## config.mk

```make
export PLATFORM = sky130hd
export DESIGN_NAME = lru_page_replacement_core
export DESIGN_NICKNAME = d
export VERILOG_FILES = /design/src/hdl/lru_pkg.sv /design/src/hdl/lru_page_replacement_core.sv
export SDC_FILE = /design/constraint.sdc
export NUM_CORES = 1
export LEC_CHECK = 0
export BUFFER_PORTS_ARGS = -buffer_cell sky130_fd_sc_hd__buf_4
export CAP_MARGIN = 20
export CORE_AREA = 4 4 217 166
export CTS_CLUSTER_DIAMETER = 40
export CTS_CLUSTER_SIZE = 12
export DETAILED_ROUTE_END_ITERATION = 8
export DIE_AREA = 0 0 221 170
export PLACE_DENSITY = 0.64
export SETUP_SLACK_MARGIN = 0.05
export SYNTH_ARGS = -nofsm -noshare
export SYNTH_HDL_FRONTEND = slang
export SYNTH_SLANG_ARGS = --single-unit
```

## constraint.sdc

```tcl
create_clock -name clk_i -period 5.2 [get_ports clk_i]
set_input_delay 0.78 -clock clk_i [delete_from_list [all_inputs] [get_ports clk_i]]
set_output_delay 0.78 -clock clk_i [all_outputs]
set_load 0.05 [all_outputs]
```

## src/hdl/lru_pkg.sv

```systemverilog
// Package for the LRU page replacement core: build defaults, register map
// and configuration port constants. No dependencies.
package lru_pkg;

  // Build defaults for the top-level parameters
  localparam int FramesDef   = 8;
  localparam int PageBitsDef = 16;

  // Field widths fixed by the stream formats
  localparam int PageNumW  = 16;
  localparam int FrameIdxW = 3;
  localparam int FaultW    = 32;
  localparam int ActiveW   = 4;

  // Output word: hit, frame_index, evicted_valid, evicted_page, fault_total
  localparam int OutFieldW = 1 + FrameIdxW + 1 + PageNumW + FaultW;
  localparam int OutDataW  = ((OutFieldW + 7) / 8) * 8;

  // Configuration port
  localparam int ApbAddrW = 3;
  localparam int ApbDataW = 32;

  typedef enum logic [0:0] {
    REG_ACTIVE_FRAMES = 1'b0
  } reg_idx_e;

  localparam logic [ActiveW-1:0] ActiveFramesRst = ActiveW'(8);

endpackage

```

## src/hdl/lru_page_replacement_core.sv

```systemverilog
// LRU page replacement core: frame tags, valid bits, recency ranks and the
// fault counter, with a stream in, a stream out and an APB register port.
// Depends on lru_pkg.
//
//  channel   | dir | handshake              | word
//  ----------+-----+------------------------+----------------------------------
//  s_axis    | in  | tvalid / tready        | page_number[15:0]
//  m_axis    | out | tvalid / tready        | hit, frame_index, evicted_valid,
//            |     |                        | evicted_page, fault_total
//  apb       | in  | psel / penable / pready| active_frames at byte address 0
//
//  Each accepted word is held in the input register; the lookup, the
//  victim choice and the rank update run combinationally from there and land
//  in the result register and the frame state at the same edge.
//  A word moves from input to result register. One word per cycle is sustained
//  while not stalled, set by the single tag-compare and rank-update pass.
//  A stalled result holds only the stages behind it; the input register
//  keeps taking words while the result register is free or being drained.
//  Reset clears valid bits, ranks, fill count, fault count and both stages;
//  frame tags are not reset, since they are only read behind a valid bit.
module lru_page_replacement_core
  import lru_pkg::*;
#(
  parameter int FRAMES    = FramesDef,
  parameter int PAGE_BITS = PageBitsDef
) (
  input  logic                clk_i,
  input  logic                rst_ni,
  // input stream; tdata: page_number[15:0]
  input  logic                s_axis_tvalid,
  output logic                s_axis_tready,
  input  logic [PageNumW-1:0] s_axis_tdata,
  // output stream; tdata: hit[0], frame_index[3:1], evicted_valid[4],
  // evicted_page[20:5], fault_total[52:21], zero fill[55:53]
  output logic                m_axis_tvalid,
  input  logic                m_axis_tready,
  output logic [OutDataW-1:0] m_axis_tdata,
  // configuration port
  input  logic                psel,
  input  logic                penable,
  input  logic                pwrite,
  input  logic [ApbAddrW-1:0] paddr,
  input  logic [ApbDataW-1:0] pwdata,
  output logic [ApbDataW-1:0] prdata,
  output logic                pready
);

  localparam int FIdxW = (FRAMES > 1) ? $clog2(FRAMES) : 1;
  localparam int RankW = FIdxW;
  localparam int CntW  = $clog2(FRAMES + 1);

  // ---------------------------------------------------------------------
  // Configuration register
  // ---------------------------------------------------------------------
  logic [ActiveW-1:0] active_q;
  logic               cfg_wr;
  logic               cfg_hit_addr;

  assign pready       = 1'b1;
  assign cfg_hit_addr = (paddr[ApbAddrW-1:2] == REG_ACTIVE_FRAMES);
  assign cfg_wr       = psel && penable && pwrite && pready && cfg_hit_addr;
  assign prdata       = cfg_hit_addr ? ApbDataW'(active_q) : '0;

  always_ff @(posedge clk_i or negedge rst_ni) begin
    if (!rst_ni) begin
      active_q <= ActiveFramesRst;
    end else if (cfg_wr) begin
      active_q <= pwdata[ActiveW-1:0];
    end
  end

  // Clamp the register into 1..FRAMES
  logic [CntW+ActiveW-1:0] active_ext;
  logic [CntW-1:0]         n_eff;

  assign active_ext = (CntW + ActiveW)'(active_q);

  always_comb begin
    if (active_q == '0) begin
      n_eff = CntW'(1);
    end else if (active_ext > (CntW + ActiveW)'(FRAMES)) begin
      n_eff = CntW'(FRAMES);
    end else begin
      n_eff = active_ext[CntW-1:0];
    end
  end

  // ---------------------------------------------------------------------
  // Input register and stage control
  // ---------------------------------------------------------------------
  logic                 in_vld_q;
  logic [PageNumW-1:0]  in_page_q;
  logic                 out_vld_q;
  logic                 adv;

  assign adv           = in_vld_q && (!out_vld_q || m_axis_tready);
  assign s_axis_tready = !in_vld_q || adv;

  always_ff @(posedge clk_i or negedge rst_ni) begin
    if (!rst_ni) begin
      in_vld_q <= 1'b0;
    end else if (s_axis_tready) begin
      in_vld_q <= s_axis_tvalid;
    end
  end

  always_ff @(posedge clk_i) begin
    if (s_axis_tready && s_axis_tvalid) begin
      in_page_q <= s_axis_tdata;
    end
  end

  // Page as stored, cut or widened to PAGE_BITS
  logic [PAGE_BITS+PageNumW-1:0] page_ext;
  logic [PAGE_BITS-1:0]          page;

  assign page_ext = {{PAGE_BITS{1'b0}}, in_page_q};
  assign page     = page_ext[PAGE_BITS-1:0];

  // ---------------------------------------------------------------------
  // Frame state
  // ---------------------------------------------------------------------
  logic [PAGE_BITS-1:0] frame_page_q [FRAMES];
  logic [FRAMES-1:0]    frame_valid_q;
  logic [RankW-1:0]     rank_q [FRAMES];
  logic [RankW-1:0]     rank_d [FRAMES];
  logic [CntW-1:0]      filled_q;
  logic [FaultW-1:0]    fault_q;
  logic [FaultW-1:0]    fault_d;

  // ---------------------------------------------------------------------
  // Lookup: tag compare, first match wins
  // ---------------------------------------------------------------------
  logic [FRAMES-1:0] act_mask;
  logic [FRAMES-1:0] match;
  logic              hit;
  logic [FIdxW-1:0]  hit_idx;

  always_comb begin
    hit_idx = '0;
    for (int i = 0; i < FRAMES; i++) begin
      act_mask[i] = (CntW'(i) < n_eff);
      match[i]    = act_mask[i] && frame_valid_q[i] && (frame_page_q[i] == page);
    end
    for (int i = FRAMES - 1; i >= 0; i--) begin
      if (match[i]) begin
        hit_idx = FIdxW'(i);
      end
    end
  end

  assign hit = |match;

  // ---------------------------------------------------------------------
  // Victim: oldest active frame, higher index on a tie
  // ---------------------------------------------------------------------
  logic [FRAMES-1:0] wins;
  logic [FIdxW-1:0]  vic_idx;

  always_comb begin
    vic_idx = '0;
    for (int i = 0; i < FRAMES; i++) begin
      wins[i] = act_mask[i] && frame_valid_q[i];
      for (int j = 0; j < FRAMES; j++) begin
        if (j != i && act_mask[j] && frame_valid_q[j]) begin
          if (!((rank_q[j] < rank_q[i]) || ((rank_q[j] == rank_q[i]) && (j < i)))) begin
            wins[i] = 1'b0;
          end
        end
      end
    end
    for (int i = 0; i < FRAMES; i++) begin
      if (wins[i]) begin
        vic_idx = FIdxW'(i);
      end
    end
  end

  // ---------------------------------------------------------------------
  // Frame choice and recency update
  // ---------------------------------------------------------------------
  logic             do_fill;
  logic             do_evict;
  logic [FIdxW-1:0] sel_idx;
  logic [RankW-1:0] old_rank;
  logic             age_all;

  assign do_fill  = !hit && (filled_q < n_eff);
  assign do_evict = !hit && !do_fill;
  assign sel_idx  = hit ? hit_idx : (do_fill ? filled_q[FIdxW-1:0] : vic_idx);
  assign old_rank = rank_q[sel_idx];
  assign age_all  = do_fill;

  always_comb begin
    for (int i = 0; i < FRAMES; i++) begin
      rank_d[i] = rank_q[i];
      if (FIdxW'(i) == sel_idx) begin
        rank_d[i] = '0;
      end else if (frame_valid_q[i] && (age_all || (rank_q[i] < old_rank))) begin
        rank_d[i] = rank_q[i] + RankW'(1);
      end
    end
  end

  // Saturating fault count
  always_comb begin
    fault_d = fault_q;
    if (!hit && (fault_q != {FaultW{1'b1}})) begin
      fault_d = fault_q + FaultW'(1);
    end
  end

  always_ff @(posedge clk_i or negedge rst_ni) begin
    if (!rst_ni) begin
      frame_valid_q <= '0;
      filled_q      <= '0;
      fault_q       <= '0;
      for (int i = 0; i < FRAMES; i++) begin
        rank_q[i] <= '0;
      end
    end else if (adv) begin
      fault_q <= fault_d;
      rank_q  <= rank_d;
      if (do_fill) begin
        frame_valid_q[sel_idx] <= 1'b1;
        filled_q               <= filled_q + CntW'(1);
      end
    end
  end

  // Tags carry no reset
  always_ff @(posedge clk_i) begin
    if (adv && !hit) begin
      frame_page_q[sel_idx] <= page;
    end
  end

  // ---------------------------------------------------------------------
  // Result register
  // ---------------------------------------------------------------------
  logic [PageNumW+PAGE_BITS-1:0] ev_ext;
  logic [FIdxW+FrameIdxW-1:0]    fidx_ext;

  logic                  res_hit_q;
  logic [FrameIdxW-1:0]  res_fidx_q;
  logic                  res_ev_vld_q;
  logic [PageNumW-1:0]   res_ev_page_q;
  logic [FaultW-1:0]     res_fault_q;

  assign ev_ext   = {{PageNumW{1'b0}}, frame_page_q[sel_idx]};
  assign fidx_ext = {{FrameIdxW{1'b0}}, sel_idx};

  always_ff @(posedge clk_i or negedge rst_ni) begin
    if (!rst_ni) begin
      out_vld_q <= 1'b0;
    end else if (adv) begin
      out_vld_q <= 1'b1;
    end else if (m_axis_tready) begin
      out_vld_q <= 1'b0;
    end
  end

  always_ff @(posedge clk_i) begin
    if (adv) begin
      res_hit_q     <= hit;
      res_fidx_q    <= fidx_ext[FrameIdxW-1:0];
      res_ev_vld_q  <= do_evict;
      res_ev_page_q <= do_evict ? ev_ext[PageNumW-1:0] : '0;
      res_fault_q   <= fault_d;
    end
  end

  assign m_axis_tvalid = out_vld_q;
  assign m_axis_tdata  = {(OutDataW - OutFieldW)'(0), res_fault_q, res_ev_page_q,
                          res_ev_vld_q, res_fidx_q, res_hit_q};

  // ---------------------------------------------------------------------
  // Assertions
  // ---------------------------------------------------------------------
  logic [FRAMES-1:0] newest_vec;

  always_comb begin
    for (int i = 0; i < FRAMES; i++) begin
      newest_vec[i] = frame_valid_q[i] && (rank_q[i] == '0);
    end
  end

  // Fill count never passes the built frame count
  a_fill_bound: assert property (@(posedge clk_i) disable iff (!rst_ni)
    filled_q <= CntW'(FRAMES))
    else $error("fill count beyond frame count");

  // Only one valid frame can be the most recent
  a_one_newest: assert property (@(posedge clk_i) disable iff (!rst_ni)
    $countones(newest_vec) <= 1)
    else $error("several frames hold the newest rank");

  // An eviction only happens once every active frame is filled
  a_evict_full: assert property (@(posedge clk_i) disable iff (!rst_ni)
    adv && do_evict |-> filled_q >= n_eff)
    else $error("eviction with a free frame left");

  // An empty result register never stalls the input
  a_no_bubble: assert property (@(posedge clk_i) disable iff (!rst_ni)
    !out_vld_q |-> s_axis_tready)
    else $error("input stalled with result register empty");

endmodule
```

==> out/metrics.cfg <==
[drt]
via_per_inst = 5.78
drc = 0
ant_nets = 0
drt-initial-drc-count = 1441
wl_per_cell_um = 21.5
drt_pass1_iterations = 6
vias = 12400
wirelength_um = 45900

[job]
cap_violations = 0

[floorplanning]
dieArea_sq_um = 37600
core_sq_um = 34100
start_util = 0.471
die_w_um = 221
num_io_pins = 149
die_h_um = 170
rows = 59

[layout]
final_net_count = 1823
final_cell_count_no_fill = 2142
diodes = 0
drive_gt1_frac = 0.177
fill_cells = 2959
area.growth.synth_to_final_pct = 17.8

[synthesis]
synth_top_family_by_area = simple AND/OR/NAND/NOR gates
synth_compound_area_frac = 0.0990
yosys.area_share.simple = 0.165
postSynthAreaPerCell_sq_um = 10.6
synth_cell_types = 85
synth_xor_area_frac = 0.105
synth-edff-count = 197
synth_seq_cells = 271
synth_warnings = 0
syn_area_sq_um = 16100
syn_inst = 1515
synth.area.mux_share = 0.0112
async_flop_share = 0.273
synth_adder_area_share = 0.0859
ys_seq_area_frac = 0.483
synthFlopType = edfxtp_1

[placed_design]
post-place-ws_ps = 234
portBuffers = 86
place_congestion = 0.966
post-dp-hpwl_um = 32000
placedCellCount = 2054

[worst_hold_path]
hp-class = in -> async

[sta]
setup_viol = 0
worst_slack_ps = 309
fin_crit_ps = 4890
slew_headroom = 0.388
worstMarginPinSlew_ps = 916
fmax_mhz = 204
fin_skew_ps = 16.2
rsz0062_at_grt = no
drv_slew = 0
timing.final.crit_share = 0.941
fin_tns_setup_ps = 0
finalHoldViolations = 0

[global_routing]
grt_remaining_overflow = 0
antenna_found_initial = 0
grt_max_degree = 75
grt_pass1_vias = 11900
grt_usage = 0.236
grt_pass1_wl_um = 69400

[critical_path]
timing.rr.start = rank_q[0]
slowest_stage = o21ai_4
worstPathMaxFanout = 18
r2r_setup_slack_ps = 310
critPathLaunchType = register
arrival_ps = 5290
crit_start = rank_q[0]
end_kind = register
cpPeakStageDelay_ps = 580
critPathKind = reg -> reg
crit_path_cell_trace = clkinvlp_4 -> ha_1 -> nand2b_1 -> a21o_1 -> a211oi_1 -> a2111oi_1 -> a21boi_2 -> buf_4 -> nand4b_4 -> o21ai_4 -> mux2i_2 -> a2bb2oi_4 -> nand3_1 -> maj3_1 -> a31oi_2 -> o21ai_0 -> a22o_1
worstSetupEndpoint = rank_q[18]
rr_worst_depth = 17
crit_required_ps = 5590
r2r_end = rank_q[18]

[clock_tree]
cts_root_buf = clkbuf_16
cts_max_level = 2
cts_tree = built
cts_buffer_depth = 3
worstSkewPairLatency_ps = 520
cts_buffers = 36
clock_sinks = 271
path_clk_slew_ps = 50

[status]
status = completed

[how the worst min path moves through the flow]
| stage | from | endpoint | slack, ps | cells past startpoint |
|---|---|---|---|---|
| floorplan | filled_q[3] | filled_q[3] | 450 | 1 |
| CTS | s_axis_tdata[10] | in_page_q[10] | 410 | 1 |
| finish | rst_ni | fault_q[7] | 80 | 1 |
| detailed placement | filled_q[3] | filled_q[3] | 480 | 1 |
| global placement | in_vld_q | m_axis_tvalid | 470 | 1 |
| global route | rst_ni | fault_q[8] | 70 | 1 |
[metal layers]
| metal | vias up | global-route usage | wire [um] |
|---|---|---|---|
| li1 | 5697 | - | - |
| met2 | 605 | 0.348 | 19400 |
| met4 | 0 | 0.0640 | 1060 |
| met1 | 6003 | 0.348 | 20500 |
| met5 | - | 0 | 0 |
| met3 | 84 | 0.0604 | 4950 |
[what timing repair did]
action                     in CTS  in global routing
setup endpoints to repair       0                 23
hold buffers                    0                  0
setup buffers                   0                 23
gates resized for setup         0                 21
[critical path, delay by kind of cell, from the launching register on]
kind | cells | cell delay, ps
AOI/OAI and AO/OA | 9 | 2500
muxes | 1 | 330
buffers and inverters | 2 | 400
DFF | 1 | 390
and+or+nand+nor | 3 | 400
adders and majority gates | 2 | 730
[logic make-up after synthesis]
family | count (synthesis)
AOI/OAI and AO/OA | 214
xor gates and xnor gates | 192
adders and majority gates | 111
buffers and inverters | 167
DFF | 271
muxes | 17
other | 2
and+or+nand+nor | 541
[layout make-up]
cell class	instances	area (sq um)	area share
Timing Repair Buffer	177	1410	0.0743
Multi-Input combinational cell	1107	7650	0.404
Tap cell	457	572	0.0302
Sequential cell	271	7770	0.411
Clock buffer	42	986	0.0521
Inverter	67	272	0.0143
Clock inverter	21	274	0.0145
[placed cells by master (no fill, tap or decap), drive strengths merged, types with 36 or more instances in the layout]
master,n
xor2,99
nand3,88
dfrtp,73
nand2,203
nor2,62
edfxtp,197
clkbuf,42
o21ai,36
xnor2,93
a21oi,47
inv,64
buf,177
ha,105
[through the flow]
stage / utilization / cell area [sq um] / hold slack (ps)
after global placement: 0.509 / 17400 / 471
final: 0.555 / 18900 / 82.7
after detailed placement: 0.509 / 17400 / 475
after floorplan: - / 16200 / 452
after global routing: 0.555 / 18900 / 70.4
after CTS: 0.546 / 18600 / 414
[sequential cells by signal, indices dropped and copies added (netlist names)]
register       flops
filled_q           4
active_q           4
in_vld_q           1
res_fidx_q         3
frame_valid_q      8
res_ev_page_q     16
res_hit_q          1
res_fault_q       32
frame_page_q     128
rank_q            24
m_axis_tvalid      1
fault_q           32
res_ev_vld_q       1
in_page_q         16
[synth_stat cells (all sizes together), types with 10 or more instances]
| library cell | n | share of area |
|---|---|---|
| nand2 | 203 | 0.048 |
| edfxtp | 197 | 0.37 |
| ha | 105 | 0.082 |
| xor2 | 99 | 0.054 |
| xnor2 | 93 | 0.051 |
| nand3 | 88 | 0.027 |
| dfrtp | 73 | 0.11 |
| inv | 66 | 0.015 |
| nor2 | 62 | 0.014 |
| buf | 57 | 0.025 |
| a21oi | 47 | 0.015 |
| clkbuf | 43 | 0.010 |
| o21ai | 36 | 0.013 |
| nand4 | 34 | 0.014 |
| nor2b | 27 | 0.011 |
| nor3 | 25 | 0.0081 |
| and3 | 23 | 0.0090 |
| nor4 | 23 | 0.0090 |
| o211ai | 19 | 0.010 |
| a311o | 18 | 0.011 |
| nand2b | 15 | 0.0058 |
| o22ai | 14 | 0.0055 |
| a21o | 12 | 0.0056 |
| mux2i | 12 | 0.0077 |
| or3 | 12 | 0.0047 |
| a32oi | 10 | 0.0055 |
| o21a | 10 | 0.0047 |
Power is left out: the tool's default activity adds up to more than one toggle a clock period on the data nets, which glitch-free logic cannot reach.
